**config.mk**
```make
export PLATFORM = sky130hd
export DESIGN_NAME = slider_ema_deadband_unit
export DESIGN_NICKNAME = d
export VERILOG_FILES = /design/src/hdl/sed_pkg.sv /design/src/hdl/sed_mul.sv /design/src/hdl/sed_div.sv /design/src/hdl/slider_ema_deadband_unit.sv
export SDC_FILE = /design/constraint.sdc
export NUM_CORES = 1
export LEC_CHECK = 0
export ABC_AREA = 1
export BUFFER_PORTS_ARGS = -buffer_cell sky130_fd_sc_hd__buf_2
export CAP_MARGIN = 20
export CORE_MARGIN = 1.5
export CORE_UTILIZATION = 46
export DETAILED_ROUTE_END_ITERATION = 6
export PLACE_DENSITY = 0.68
export SLEW_MARGIN = 0
export SYNTH_ARGS = -nofsm -noshare
export SYNTH_HDL_FRONTEND = slang
export SYNTH_SLANG_ARGS = --single-unit
```
**constraint.sdc**
```tcl
create_clock -name clk -period 5.7 [get_ports clk]
set_input_delay 0.855 -clock clk [delete_from_list [all_inputs] [get_ports clk]]
set_output_delay 0.855 -clock clk [all_outputs]
set_load 0.02 [all_outputs]
```
**src/hdl/sed_pkg.sv**
```systemverilog
// Package for the slider EMA / deadband unit: widths, register codes,
// reset values, sequencer states and the status structs of the serial units.
// No dependencies.
`default_nettype none

package sed_pkg;

	// Field and state widths
	localparam int SMP_W   = 12;             // raw converter reading
	localparam int FRAC_W  = 8;              // fraction bits of the average
	localparam int AVG_W   = SMP_W + FRAC_W; // Q12.8 average
	localparam int POS_W   = 8;              // slider position
	localparam int ALPHA_W = 9;              // Q1.8 weight, up to 1.0
	localparam int DIFF_W  = AVG_W + 1;      // signed sample minus average
	localparam int ACC_W   = DIFF_W + 2;     // serial product accumulator

	// Configuration port
	localparam int CFG_IDX_W  = 2;
	localparam int CFG_DATA_W = 12;

	localparam logic [CFG_IDX_W-1:0] CFG_EMA_ALPHA  = 2'd0;
	localparam logic [CFG_IDX_W-1:0] CFG_FULL_SCALE = 2'd1;
	localparam logic [CFG_IDX_W-1:0] CFG_MIN_MOVE   = 2'd2;

	localparam logic [ALPHA_W-1:0] ALPHA_RST      = 9'd26;
	localparam logic [SMP_W-1:0]   FULL_SCALE_RST = 12'd4095;
	localparam logic [POS_W-1:0]   MIN_MOVE_RST   = 8'd2;

	// Alpha of exactly 1.0 in Q1.8
	localparam logic [ALPHA_W-1:0] ALPHA_ONE = 9'h100;
	// Top of the position range
	localparam logic [POS_W-1:0]   POS_SPAN  = 8'hFF;
	// Mask that rounds a position down to even
	localparam logic [POS_W-1:0]   EVEN_MASK = 8'hFE;

	// Serial step counts: one per alpha bit, one per quotient bit plus
	// the overflow check
	localparam int MUL_STEPS = ALPHA_W;
	localparam int DIV_STEPS = POS_W + 1;
	localparam int CNT_W     = 4;

	typedef enum logic [2:0] {
		ST_IDLE,
		ST_MUL,
		ST_AVG,
		ST_SCALE,
		ST_DIV,
		ST_DECIDE
	} sed_state_t;

	// Serial multiplier status
	typedef struct packed {
		logic                     done;
		logic signed [ACC_W-1:0]  delta;  // floor(alpha * diff / 256)
	} sed_mul_res_t;

	// Serial divider status
	typedef struct packed {
		logic             done;
		logic             sat;   // quotient would exceed the position span
		logic [POS_W-1:0] quot;
	} sed_div_res_t;

endpackage

`default_nettype wire

```
**src/hdl/sed_mul.sv**
```systemverilog
// Serial-parallel multiplier for the EMA update: one alpha bit per cycle,
// LSB first, accumulator shifted right so the product comes out >> 8.
// Depends on sed_pkg.
`default_nettype none

module sed_mul
	import sed_pkg::*;
(
	input  wire                       clk,
	input  wire                       arst_n,
	input  wire                       start,
	input  wire        [ALPHA_W-1:0]  alpha,
	input  wire signed [DIFF_W-1:0]   diff,
	output sed_mul_res_t              res
);

	logic                     busy_q;
	logic                     done_q;
	logic [CNT_W-1:0]         cnt_q;
	logic [ALPHA_W-1:0]       a_q;
	logic signed [DIFF_W-1:0] d_q;
	logic signed [ACC_W-1:0]  hi_q;
	logic signed [ACC_W-1:0]  sum;
	logic                     last;

	// add the partial product for the current alpha bit
	always_comb begin
		sum  = hi_q + (a_q[0] ? ACC_W'(d_q) : '0);
		last = (cnt_q == CNT_W'(MUL_STEPS - 1));
	end

	// step control
	always_ff @(posedge clk or negedge arst_n) begin
		if (!arst_n) begin
			busy_q <= 1'b0;
			done_q <= 1'b0;
			cnt_q  <= '0;
		end else begin
			done_q <= 1'b0;
			if (start) begin
				busy_q <= 1'b1;
				cnt_q  <= '0;
			end else if (busy_q) begin
				cnt_q <= cnt_q + 1'b1;
				if (last) begin
					busy_q <= 1'b0;
					done_q <= 1'b1;
				end
			end
		end
	end

	// datapath; the top alpha bit weighs 256, so no shift after it
	always_ff @(posedge clk) begin
		if (start) begin
			a_q  <= alpha;
			d_q  <= diff;
			hi_q <= '0;
		end else if (busy_q) begin
			a_q <= a_q >> 1;
			if (last)
				hi_q <= sum;
			else
				hi_q <= sum >>> 1;
		end
	end

	assign res.done  = done_q;
	assign res.delta = hi_q;

endmodule

`default_nettype wire

```
**src/hdl/sed_div.sv**
```systemverilog
// Restoring divider for the position scale: value*255 / full_scale,
// one quotient bit per cycle after an overflow check against 256*full_scale.
// Depends on sed_pkg.
`default_nettype none

module sed_div
	import sed_pkg::*;
(
	input  wire                 clk,
	input  wire                 arst_n,
	input  wire                 start,
	input  wire  [SMP_W-1:0]    value,
	input  wire  [SMP_W-1:0]    full_scale,
	output sed_div_res_t        res
);

	logic               busy_q;
	logic               done_q;
	logic [CNT_W-1:0]   cnt_q;
	logic [AVG_W-1:0]   rem_q;
	logic [AVG_W-1:0]   dvs_q;
	logic               sat_q;
	logic [POS_W-1:0]   quot_q;
	logic               ge;
	logic               last;

	// trial compare against the shifted divisor
	always_comb begin
		ge   = (rem_q >= dvs_q);
		last = (cnt_q == CNT_W'(DIV_STEPS - 1));
	end

	// step control
	always_ff @(posedge clk or negedge arst_n) begin
		if (!arst_n) begin
			busy_q <= 1'b0;
			done_q <= 1'b0;
			cnt_q  <= '0;
		end else begin
			done_q <= 1'b0;
			if (start) begin
				busy_q <= 1'b1;
				cnt_q  <= '0;
			end else if (busy_q) begin
				cnt_q <= cnt_q + 1'b1;
				if (last) begin
					busy_q <= 1'b0;
					done_q <= 1'b1;
				end
			end
		end
	end

	// numerator value*255 = (value << 8) - value; first step only flags overflow
	always_ff @(posedge clk) begin
		if (start) begin
			rem_q  <= {value, {FRAC_W{1'b0}}} - AVG_W'(value);
			dvs_q  <= {full_scale, {FRAC_W{1'b0}}};
			sat_q  <= 1'b0;
			quot_q <= '0;
		end else if (busy_q) begin
			dvs_q <= dvs_q >> 1;
			if (cnt_q == '0) begin
				sat_q <= ge;
			end else begin
				quot_q <= {quot_q[POS_W-2:0], ge};
				if (ge)
					rem_q <= rem_q - dvs_q;
			end
		end
	end

	assign res.done = done_q;
	assign res.sat  = sat_q;
	assign res.quot = quot_q;

endmodule

`default_nettype wire

```
**src/hdl/slider_ema_deadband_unit.sv**
```systemverilog
// Slider EMA / deadband unit: top level with sequencer, per-channel state,
// configuration registers and output register.
// Depends on sed_pkg, sed_mul and sed_div.
//
// Usage:
//   Input channel (in_valid / in_stall, fields channel, sample) takes one
//   raw reading per item. Output channel (out_valid / out_stall, fields
//   out_channel, position, moved) returns one result item per input item.
//   Configuration writes (cfg_valid / cfg_ready, cfg_index, cfg_data) are
//   always taken; index 0 alpha, 1 full scale, 2 min move.
//   One item is processed at a time. A primed channel goes from acceptance
//   to the result register through the serial alpha multiply, one step to
//   add the update, one step to load the divider, the bit-serial divide by
//   full scale and one decide step. The first item of a channel skips the
//   multiply and the update. The next item is accepted the cycle after the
//   result is registered, even while that result still waits. A stalled
//   result holds in the output register and the unit waits in its decide
//   step until it frees. Reset clears all averages, reported positions and
//   primed flags and loads the register defaults; items are taken right after.
`default_nettype none

module slider_ema_deadband_unit
	import sed_pkg::*;
#(
	parameter int NUM_CHANNELS = 2
) (
	input  wire                    clk,
	input  wire                    arst_n,
	// input items
	input  wire                    in_valid,
	output logic                   in_stall,
	input  wire                    channel,
	input  wire  [SMP_W-1:0]       sample,
	// result items
	output logic                   out_valid,
	input  wire                    out_stall,
	output logic                   out_channel,
	output logic [POS_W-1:0]       position,
	output logic                   moved,
	// configuration writes
	input  wire                    cfg_valid,
	output logic                   cfg_ready,
	input  wire  [CFG_IDX_W-1:0]   cfg_index,
	input  wire  [CFG_DATA_W-1:0]  cfg_data
);

	sed_state_t state_q, state_nxt;

	// configuration registers
	logic [ALPHA_W-1:0] alpha_q;
	logic [SMP_W-1:0]   full_scale_q;
	logic [POS_W-1:0]   min_move_q;

	// per-channel state
	logic [AVG_W-1:0]   avg_q    [NUM_CHANNELS];
	logic [POS_W-1:0]   rep_q    [NUM_CHANNELS];
	logic               primed_q [NUM_CHANNELS];

	// latched item and its channel state
	logic               ch_q;
	logic [SMP_W-1:0]   smp_q;
	logic               inrange_q;
	logic               primed_sel_q;
	logic [AVG_W-1:0]   avg_sel_q;
	logic [POS_W-1:0]   rep_sel_q;
	logic [AVG_W-1:0]   avg_new_q;

	// output register
	logic               out_valid_q;
	logic               out_ch_q;
	logic [POS_W-1:0]   out_pos_q;
	logic               out_moved_q;

	logic               accept;
	logic               out_free;
	logic               inrange_rd;
	logic               primed_rd;
	logic [AVG_W-1:0]   avg_rd;
	logic [POS_W-1:0]   rep_rd;
	logic               mul_start;
	logic               div_start;
	logic               load_out;
	logic [ALPHA_W-1:0] alpha_eff;
	logic signed [DIFF_W-1:0] diff;
	logic [SMP_W-1:0]   div_value;
	logic [ACC_W-1:0]   avg_sum;
	logic [POS_W-1:0]   cand;
	logic [POS_W-1:0]   pos_dist;
	logic               is_move;
	logic [POS_W-1:0]   pos_new;
	sed_mul_res_t       mul_res;
	sed_div_res_t       div_res;

	assign accept    = in_valid && !in_stall;
	assign out_free  = !out_valid_q || !out_stall;
	assign cfg_ready = 1'b1;

	// read the addressed channel's state
	always_comb begin
		inrange_rd = (32'(channel) < 32'(NUM_CHANNELS));
		primed_rd  = 1'b0;
		avg_rd     = '0;
		rep_rd     = '0;
		for (int i = 0; i < NUM_CHANNELS; i++) begin
			if (32'(channel) == 32'(i)) begin
				primed_rd = primed_q[i];
				avg_rd    = avg_q[i];
				rep_rd    = rep_q[i];
			end
		end
	end

	// operands of the serial units
	always_comb begin
		alpha_eff = alpha_q[ALPHA_W-1] ? ALPHA_ONE : alpha_q;
		diff      = DIFF_W'({sample, {FRAC_W{1'b0}}}) - DIFF_W'(avg_rd);
		div_value = primed_sel_q ? avg_new_q[AVG_W-1:FRAC_W] : smp_q;
		avg_sum   = ACC_W'(avg_sel_q) + mul_res.delta;
	end

	// candidate position and deadband test
	always_comb begin
		cand     = ~(div_res.sat ? POS_SPAN : div_res.quot);
		pos_dist = (cand >= rep_sel_q) ? (cand - rep_sel_q) : (rep_sel_q - cand);
		is_move  = (pos_dist >= min_move_q);
		priority if (!inrange_q)
			pos_new = '0;
		else if (!primed_sel_q)
			pos_new = cand & EVEN_MASK;
		else if (is_move)
			pos_new = cand;
		else
			pos_new = rep_sel_q;
	end

	// sequencer next state
	always_comb begin
		state_nxt = state_q;
		unique case (state_q)
			ST_IDLE: begin
				if (accept) begin
					priority if (!inrange_rd)
						state_nxt = ST_DECIDE;
					else if (primed_rd)
						state_nxt = ST_MUL;
					else
						state_nxt = ST_SCALE;
				end
			end
			ST_MUL: begin
				if (mul_res.done)
					state_nxt = ST_AVG;
			end
			ST_AVG:    state_nxt = ST_SCALE;
			ST_SCALE:  state_nxt = ST_DIV;
			ST_DIV: begin
				if (div_res.done)
					state_nxt = ST_DECIDE;
			end
			ST_DECIDE: begin
				if (out_free)
					state_nxt = ST_IDLE;
			end
			default:   state_nxt = ST_IDLE;
		endcase
	end

	// sequencer outputs
	always_comb begin
		in_stall  = (state_q != ST_IDLE);
		mul_start = (state_q == ST_IDLE) && accept && inrange_rd && primed_rd;
		div_start = (state_q == ST_SCALE);
		load_out  = (state_q == ST_DECIDE) && out_free;
	end

	always_ff @(posedge clk or negedge arst_n) begin
		if (!arst_n)
			state_q <= ST_IDLE;
		else
			state_q <= state_nxt;
	end

	// configuration registers
	always_ff @(posedge clk or negedge arst_n) begin
		if (!arst_n) begin
			alpha_q      <= ALPHA_RST;
			full_scale_q <= FULL_SCALE_RST;
			min_move_q   <= MIN_MOVE_RST;
		end else if (cfg_valid && cfg_ready) begin
			unique case (cfg_index)
				CFG_EMA_ALPHA:  alpha_q      <= cfg_data[ALPHA_W-1:0];
				CFG_FULL_SCALE: full_scale_q <= cfg_data[SMP_W-1:0];
				CFG_MIN_MOVE:   min_move_q   <= cfg_data[POS_W-1:0];
				default: ;
			endcase
		end
	end

	// latch the item and the state of its channel
	always_ff @(posedge clk) begin
		if (accept) begin
			ch_q         <= channel;
			smp_q        <= sample;
			inrange_q    <= inrange_rd;
			primed_sel_q <= primed_rd;
			avg_sel_q    <= avg_rd;
			rep_sel_q    <= rep_rd;
		end
		if (state_q == ST_AVG)
			avg_new_q <= avg_sum[AVG_W-1:0];
	end

	// per-channel state update when the result is registered
	always_ff @(posedge clk or negedge arst_n) begin
		if (!arst_n) begin
			for (int i = 0; i < NUM_CHANNELS; i++) begin
				avg_q[i]    <= '0;
				rep_q[i]    <= '0;
				primed_q[i] <= 1'b0;
			end
		end else if (load_out && inrange_q) begin
			for (int i = 0; i < NUM_CHANNELS; i++) begin
				if (32'(ch_q) == 32'(i)) begin
					primed_q[i] <= 1'b1;
					rep_q[i]    <= pos_new;
					avg_q[i]    <= primed_sel_q ? avg_new_q : {smp_q, {FRAC_W{1'b0}}};
				end
			end
		end
	end

	// output register
	always_ff @(posedge clk or negedge arst_n) begin
		if (!arst_n)
			out_valid_q <= 1'b0;
		else if (load_out)
			out_valid_q <= 1'b1;
		else if (!out_stall)
			out_valid_q <= 1'b0;
	end

	always_ff @(posedge clk) begin
		if (load_out) begin
			out_ch_q    <= ch_q;
			out_pos_q   <= pos_new;
			out_moved_q <= inrange_q && primed_sel_q && is_move;
		end
	end

	assign out_valid   = out_valid_q;
	assign out_channel = out_ch_q;
	assign position    = out_pos_q;
	assign moved       = out_moved_q;

	sed_mul u_mul (
		.clk    (clk),
		.arst_n (arst_n),
		.start  (mul_start),
		.alpha  (alpha_eff),
		.diff   (diff),
		.res    (mul_res)
	);

	sed_div u_div (
		.clk        (clk),
		.arst_n     (arst_n),
		.start      (div_start),
		.value      (div_value),
		.full_scale (full_scale_q),
		.res        (div_res)
	);

endmodule

`default_nettype wire

```
; Word level (Yosys, flattened, before mapping)
; Cells that the tools add are included.
[op_classes]
n_addsub = 9
magnitude_cmp = 3
n_mux = 44
reduce_logical = 25
n_bitwise = 3
eq_ne = 15
[op_table]
columns = cell, count
row1 = 20-bit 2-to-1 mux, 8
row2 = 8-bit 2-to-1 mux, 5
row3 = 9-bit 2-to-1 mux, 3
row4 = 23-bit adder, 1
row5 = 23-bit 2-to-1 mux, 1
row6 = 22-bit 2-to-1 mux, 1
row7 = 20-bit by 20-bit subtractor with 21-bit output, 1
row8 = 20-bit adder, 1
row9 = 20-bit >= comparator, 1
row10 = 20-bit by 12-bit subtractor with 20-bit output, 1
row11 = 20-bit subtractor, 1
row12 = 3-bit one-hot mux with 6 select lines, 1
row13 = 8-bit >= comparator, 2
row14 = 4-bit 2-to-1 mux, 4
row15 = 8-bit subtractor, 2
row16 = 1-bit 2-to-1 mux, 15
row17 = 2-bit AND reduction, 7
row18 = 12-bit 2-to-1 mux, 1
row19 = 3-bit 2-to-1 mux, 4
row20 = "4-bit by 1-bit adder with 4-bit output, second input constant", 2
row21 = "4-bit == test, second input constant", 2
row22 = 8-bit inverter, 1
row23 = "3-bit by 2-bit == test with 1-bit output, second input constant", 2
row24 = "3-bit == test, second input constant", 2
row25 = 17 further kinds, 30
[word_totals]
word_cells = 133
ff_bits = 277
inputBits = 32

; Logic depth before layout (Yosys ltp)
[logic_depth]
ltp_word = 7
depth_mapped = 25
ltp_nobuf = 23

; Hierarchy
; From an unflattened synthesis, not the netlist that was laid out.
[hier_totals]
cells_unflattened = 2379
area_unflattened_um2 = 17947.2
[by_module_without_submodules]
columns = mod, cells_each, instances, area_each_um2, seq_area_each_um2
row1 = slider_ema_deadband_unit, 1207, 1, 9788.1, 4459.3
row2 = sed_div, 587, 1, 4091.4, 1451.4
row3 = sed_mul, 585, 1, 4067.7, 1511.4

; Least setup slack after synthesis
; Ideal clock, no wire load.
[synth_path]
path_type = reg-to-reg
start = reg u_div.sat_q
end = reg out_pos_q[1], in the netlist position[1], data pin
t_required_ns = 5.417
n_path_buf = 2
t_arrival_ns = 3.139
setup_ns = 0.283
setup_slack_ns = 2.279
stages_incl_launch_ff = 22
period_less_slack_ns = 3.421
cell_sequence = dfxtp_1 clkbuf_1 nor2_1 inv_1 ha_1 inv_1 fa_1 a21oi_1 inv_1 nand2_1 nand3_1 inv_1 nand2_1 nand2_1 inv_1 ha_1 a21oi_1 o21a_1 nand4_1 buf_2 nand2_1 o21ai_0
[synth_via]
elab_chain_cells = 7
[synth_rtl]
columns = item, line
row1 = from (decl), sed_div.sv:22  ; logic sat_q;
row2 = from (signal assigned), sed_div.sv:64  ; sat_q <= ge;
row3 = 8-bit 2-to-1 mux *, slider_ema_deadband_unit.sv:123  ; cand = ~(div_res.sat ? POS_SPAN : div_res.quot);
row4 = 8-bit inverter *, slider_ema_deadband_unit.sv:123
row5 = 8-bit subtractor / 8-bit >= comparator (equally long branches), slider_ema_deadband_unit.sv:124  ; pos_dist = (cand >= rep_sel_q) ? (cand - rep_sel_q) : (rep_sel_q - cand);
row6 = 8-bit 2-to-1 mux, slider_ema_deadband_unit.sv:124
row7 = 8-bit >= comparator, slider_ema_deadband_unit.sv:125  ; is_move = (pos_dist >= min_move_q);
row8 = 8-bit 2-to-1 mux, slider_ema_deadband_unit.sv:130  ; else if (is_move)
row9 = 8-bit 2-to-1 mux *, slider_ema_deadband_unit.sv:128  ; else if (!primed_sel_q)
row10 = via pos_new[1], slider_ema_deadband_unit.sv:90  ; logic [POS_W-1:0] pos_new;
row11 = to (signal assigned), slider_ema_deadband_unit.sv:245  ; out_pos_q <= pos_new;
row12 = to (decl), slider_ema_deadband_unit.sv:71  ; logic [POS_W-1:0] out_pos_q;
; The timed path passes the listed nets; every way through them passes the cells marked *.
; A chain may end at the register's enable or synchronous reset.

; Worst setup path in the final report
[layout_path]
start = reg u_div.sat_q
end = reg rep_q[3] in the netlist's numbering
[layout_via]
elab_chain_cells = 7
[layout_rtl]
columns = item, line
row1 = 8-bit 2-to-1 mux *, slider_ema_deadband_unit.sv:123
row2 = 8-bit inverter *, slider_ema_deadband_unit.sv:123
row3 = 8-bit subtractor / 8-bit >= comparator (equally long branches), slider_ema_deadband_unit.sv:124
row4 = 8-bit 2-to-1 mux, slider_ema_deadband_unit.sv:124
row5 = 8-bit >= comparator, slider_ema_deadband_unit.sv:125
row6 = 8-bit 2-to-1 mux, slider_ema_deadband_unit.sv:130
row7 = 8-bit 2-to-1 mux *, slider_ema_deadband_unit.sv:128
row8 = via pos_new[3], slider_ema_deadband_unit.sv:90
row9 = "to (signal, indexed assignment)", slider_ema_deadband_unit.sv:225  ; rep_q[i] <= pos_new;
row10 = to (decl), slider_ema_deadband_unit.sv:56  ; logic [POS_W-1:0] rep_q [NUM_CHANNELS];
; Marks and branches as above.

==> results by group <==
Timing
  – RSZ-0062 raised after global routing: no
  – Tmin final: 4180 ps
  – Clock Skew: 16.4 ps
  – Tightest Pin Transition: 975 ps
  – Achievable frequency: 0.239 GHz
  – Setup TNS: 0 ps
  – Final period util: 73.4%
  – Final setup viols: 0
  – Fin. Hold Viols: 0
  – Final Max Slew Viols: 0
  – Setup slack after layout: 1520 ps
  – Relative max-transition margin: 34.8%

Placed design
  – Port-buffer cells: 43
  – RePlAce Congestion: 1.01
  – Pre-CTS setup slack: 1590 ps
  – DP HPWL: 35.3 mm
  – Placed cell area: 17600 sq um

Synthesis
  – Top cells by area in the synthesized netlist: edfxtp_1, nand2_1, dfrtp_1
  – Synth area leader: edfxtp_1
  – Distinct cell type count after synthesis: 57
  – Sequential area share after synthesis: 43.8%
  – Synth Cell Area: 16900 sq um
  – Synth Register Bits: 277
  – Post-Syn Nets: 2279
  – Post-synth top area share: 23.8%
  – Cell count after synthesis: 2136
  – Mapped Avg Cell Area: 7.93 sq um
  – Yosys Warn Count: 0

Setup path
  – Cells along the critical path: nor2_1 -> inv_1 -> ha_1 -> inv_1 -> fa_1 -> a21oi_1 -> inv_1 -> nand2_1 -> nand3_1 -> inv_1 -> a21boi_0 -> ha_1 -> nand2_1 -> inv_1 -> o21ai_0 -> nand2_1 -> nand2_1 -> nand4_1 -> o21ai_0 -> nand2_1 -> nand2_1
  – CP arrival: 4700 ps
  – Worst Path Required: 6210 ps
  – Critical path's slowest cell: o21ai_0
  – Worst reg2reg setup slack: 1520 ps
  – Delay of the slowest critical-path stage: 540 ps
  – Buf/Inv on CP: 5
  – Kind of critical path: reg -> reg
  – R2r endpoint: rep_q[3]$_DFFE_PN0P_
  – R2R cell count: 21
  – Crit path top cell by count: nand2_1
  – Worst-path maximum fanout: 15
  – Worst setup SP type: register
  – Crit path max-delay family: simple AND/OR/NAND/NOR gates
  – R2r startpoint: u_div.sat_q$_SDFFE_PP0P_
  – Crit end category: register

Clock network
  – H-Tree Depth: 1
  – Clock Path Buffers: 3
  – Root Driver: clkbuf_16
  – Num CTS Buffers: 31
  – Post-CTS Resized: 0
  – Post-CTS Repair Setup Buffers: 0
  – Hold buffer count at CTS: 0
  – CTS Sinks: 277
  – CTS tree: built
  – Reg clk slew, reported paths: 60 ps
  – Worst-Skew Late Latency: 580 ps

Detailed routing
  – Total Routed Length: 47.2 mm
  – Post-route ant nets: 0
  – Starting DRT DRC Count: 1373
  – Detailed-router iteration count before antenna repair: 6
  – DRC: 0
  – DR vias: 14.4k
  – DR WL/cell: 17.7 um
  – Via/cell ratio: 5.38

Cells and area
  – Share of cells above drive strength 1: 9.10%
  – Area growth syn-to-layout: 10.3%
  – Register area: 7420 sq um
  – Final net count: 2317
  – Area of the multi-input gates: 8180 sq um
  – Post-Layout Inst Area: 18700 sq um
  – Most frequent cells in the layout: nand2_1, inv_1, o21ai_0, nor2_1, edfxtp_1
  – Commonest non-fill, non-tap cell in the layout: nand2_1
  – # fillers: 3449
  – Fin util: 51.3%

Floorplanning
  – Num rows: 70
  – Top Ports: 45
  – Std-Cell Core Area: 36400 sq um
  – Die X: 195 um
  – Total die area: 38000 sq um
  – Initial core utilization: 46.5%
  – Die height: 195 um

Pwr
  – Power Dens Cells: 238 nW/um^2
  – Power consumption: 4.44 mW
  – VDD IR-drop max: 236 uV
  – Leakage: 9.10 nW

Global routing
  – Global-route wire length before repair: 74.4 mm
  – Initial antenna violation count: 0
  – Largest net degree at the start of global routing: 57
  – Global route overflow: 0
  – Total GRT Usage: 24.9%
  – Vias in the first global route: 13.8k

Hold path
  – Min-Delay Path Class: in -> async

Flow run
  – Max-capacitance violation count: 0

Outcome
  – Outcome: finished clean
-- through the flow --
| step | cells | hold WS (ps) |
|---|---|---|
| after floorplan | 2136 | 423 |
| after global placement | 2609 | 435 |
| after detailed placement | 2609 | 439 |
| after CTS | 2667 | 324 |
| after global routing | 2667 | 352 |
| final | 2668 | 315 |
-- state kept, by name, summed over array words and instances (netlist names), 9 cells and up --
name          cells
avg_q            40
u_mul.hi_q       23
u_mul.d_q        21
avg_new_q        20
avg_sel_q        20
u_div.dvs_q      20
u_div.rem_q      20
rep_q            16
full_scale_q     12
smp_q            12
alpha_q           9
u_mul.a_q         9
-- where the power goes --
group	internal (mW)	switching [mW]
clock network	1.21	0.871
logic	0.0676	0.139
registers	2.14	0.0186
-- kinds of logic after synthesis --
kind of cell	Yosys count	share of synthesized area (%)
xor+xnor	65	3.36
buf+inv	344	7.97
compound gates	337	11.0
mux	3	0.192
simple gates	998	25.2
other cells	1	0.0221
fa+ha+maj	111	8.42
flops	277	43.8
-- synth_stat cells, drive strengths merged --
cell type / n
a21boi: 5
a21o: 8
a21oi: 101
a221oi: 1
a22o: 1
a22oi: 9
a31oi: 6
a41oi: 1
and2: 2
and3: 1
buf: 18
clkbuf: 31
clkinv: 3
conb: 1
dfrtp: 87
dfstp: 16
dfxtp: 40
edfxtp: 134
fa: 5
ha: 106
inv: 292
mux2: 2
mux2i: 1
nand2: 638
nand3: 128
nand3b: 12
nand4: 23
nor2: 150
nor3: 17
nor3b: 1
nor4: 5
o211ai: 3
o21a: 5
o21ai: 179
o21bai: 12
o221ai: 1
o22ai: 4
o31ai: 1
or2: 21
xnor2: 17
xor2: 48
-- routing by layer --
layer	share of wire [%]	track usage, %
met1	46	34.6
met2	45	40.0
met3	5.2	2.52
met4	3.6	9.68
met5	0	0
-- area by class of cell --
cell class | instances | area share, %
diodes | 1 | 0.0134
clock buffers | 42 | 5.21
clock inverters | 16 | 0.616
inverters | 295 | 5.93
multi-input cells | 1515 | 43.8
flip-flops and latches | 277 | 39.7
well taps | 468 | 3.13
repair buffers | 54 | 1.61
-- worst max path at each step --
stage	start	endpoint	cells past startpoint
2_1_floorplan	u_div.sat_q$_SDFFE_PP0P_	position[1]$_DFFE_PP_	21
3_3_place_gp	u_div.sat_q$_SDFFE_PP0P_	position[6]$_DFFE_PP_	18
3_5_place_dp	u_div.sat_q$_SDFFE_PP0P_	rep_q[15]$_DFFE_PN0P_	21
4_1_cts	u_div.sat_q$_SDFFE_PP0P_	rep_q[15]$_DFFE_PN0P_	21
5_1_grt	u_div.sat_q$_SDFFE_PP0P_	rep_q[15]$_DFFE_PN0P_	21
6_report	u_div.sat_q$_SDFFE_PP0P_	rep_q[3]$_DFFE_PN0P_	21
Note: power is estimated with default switching activity, not from simulation.
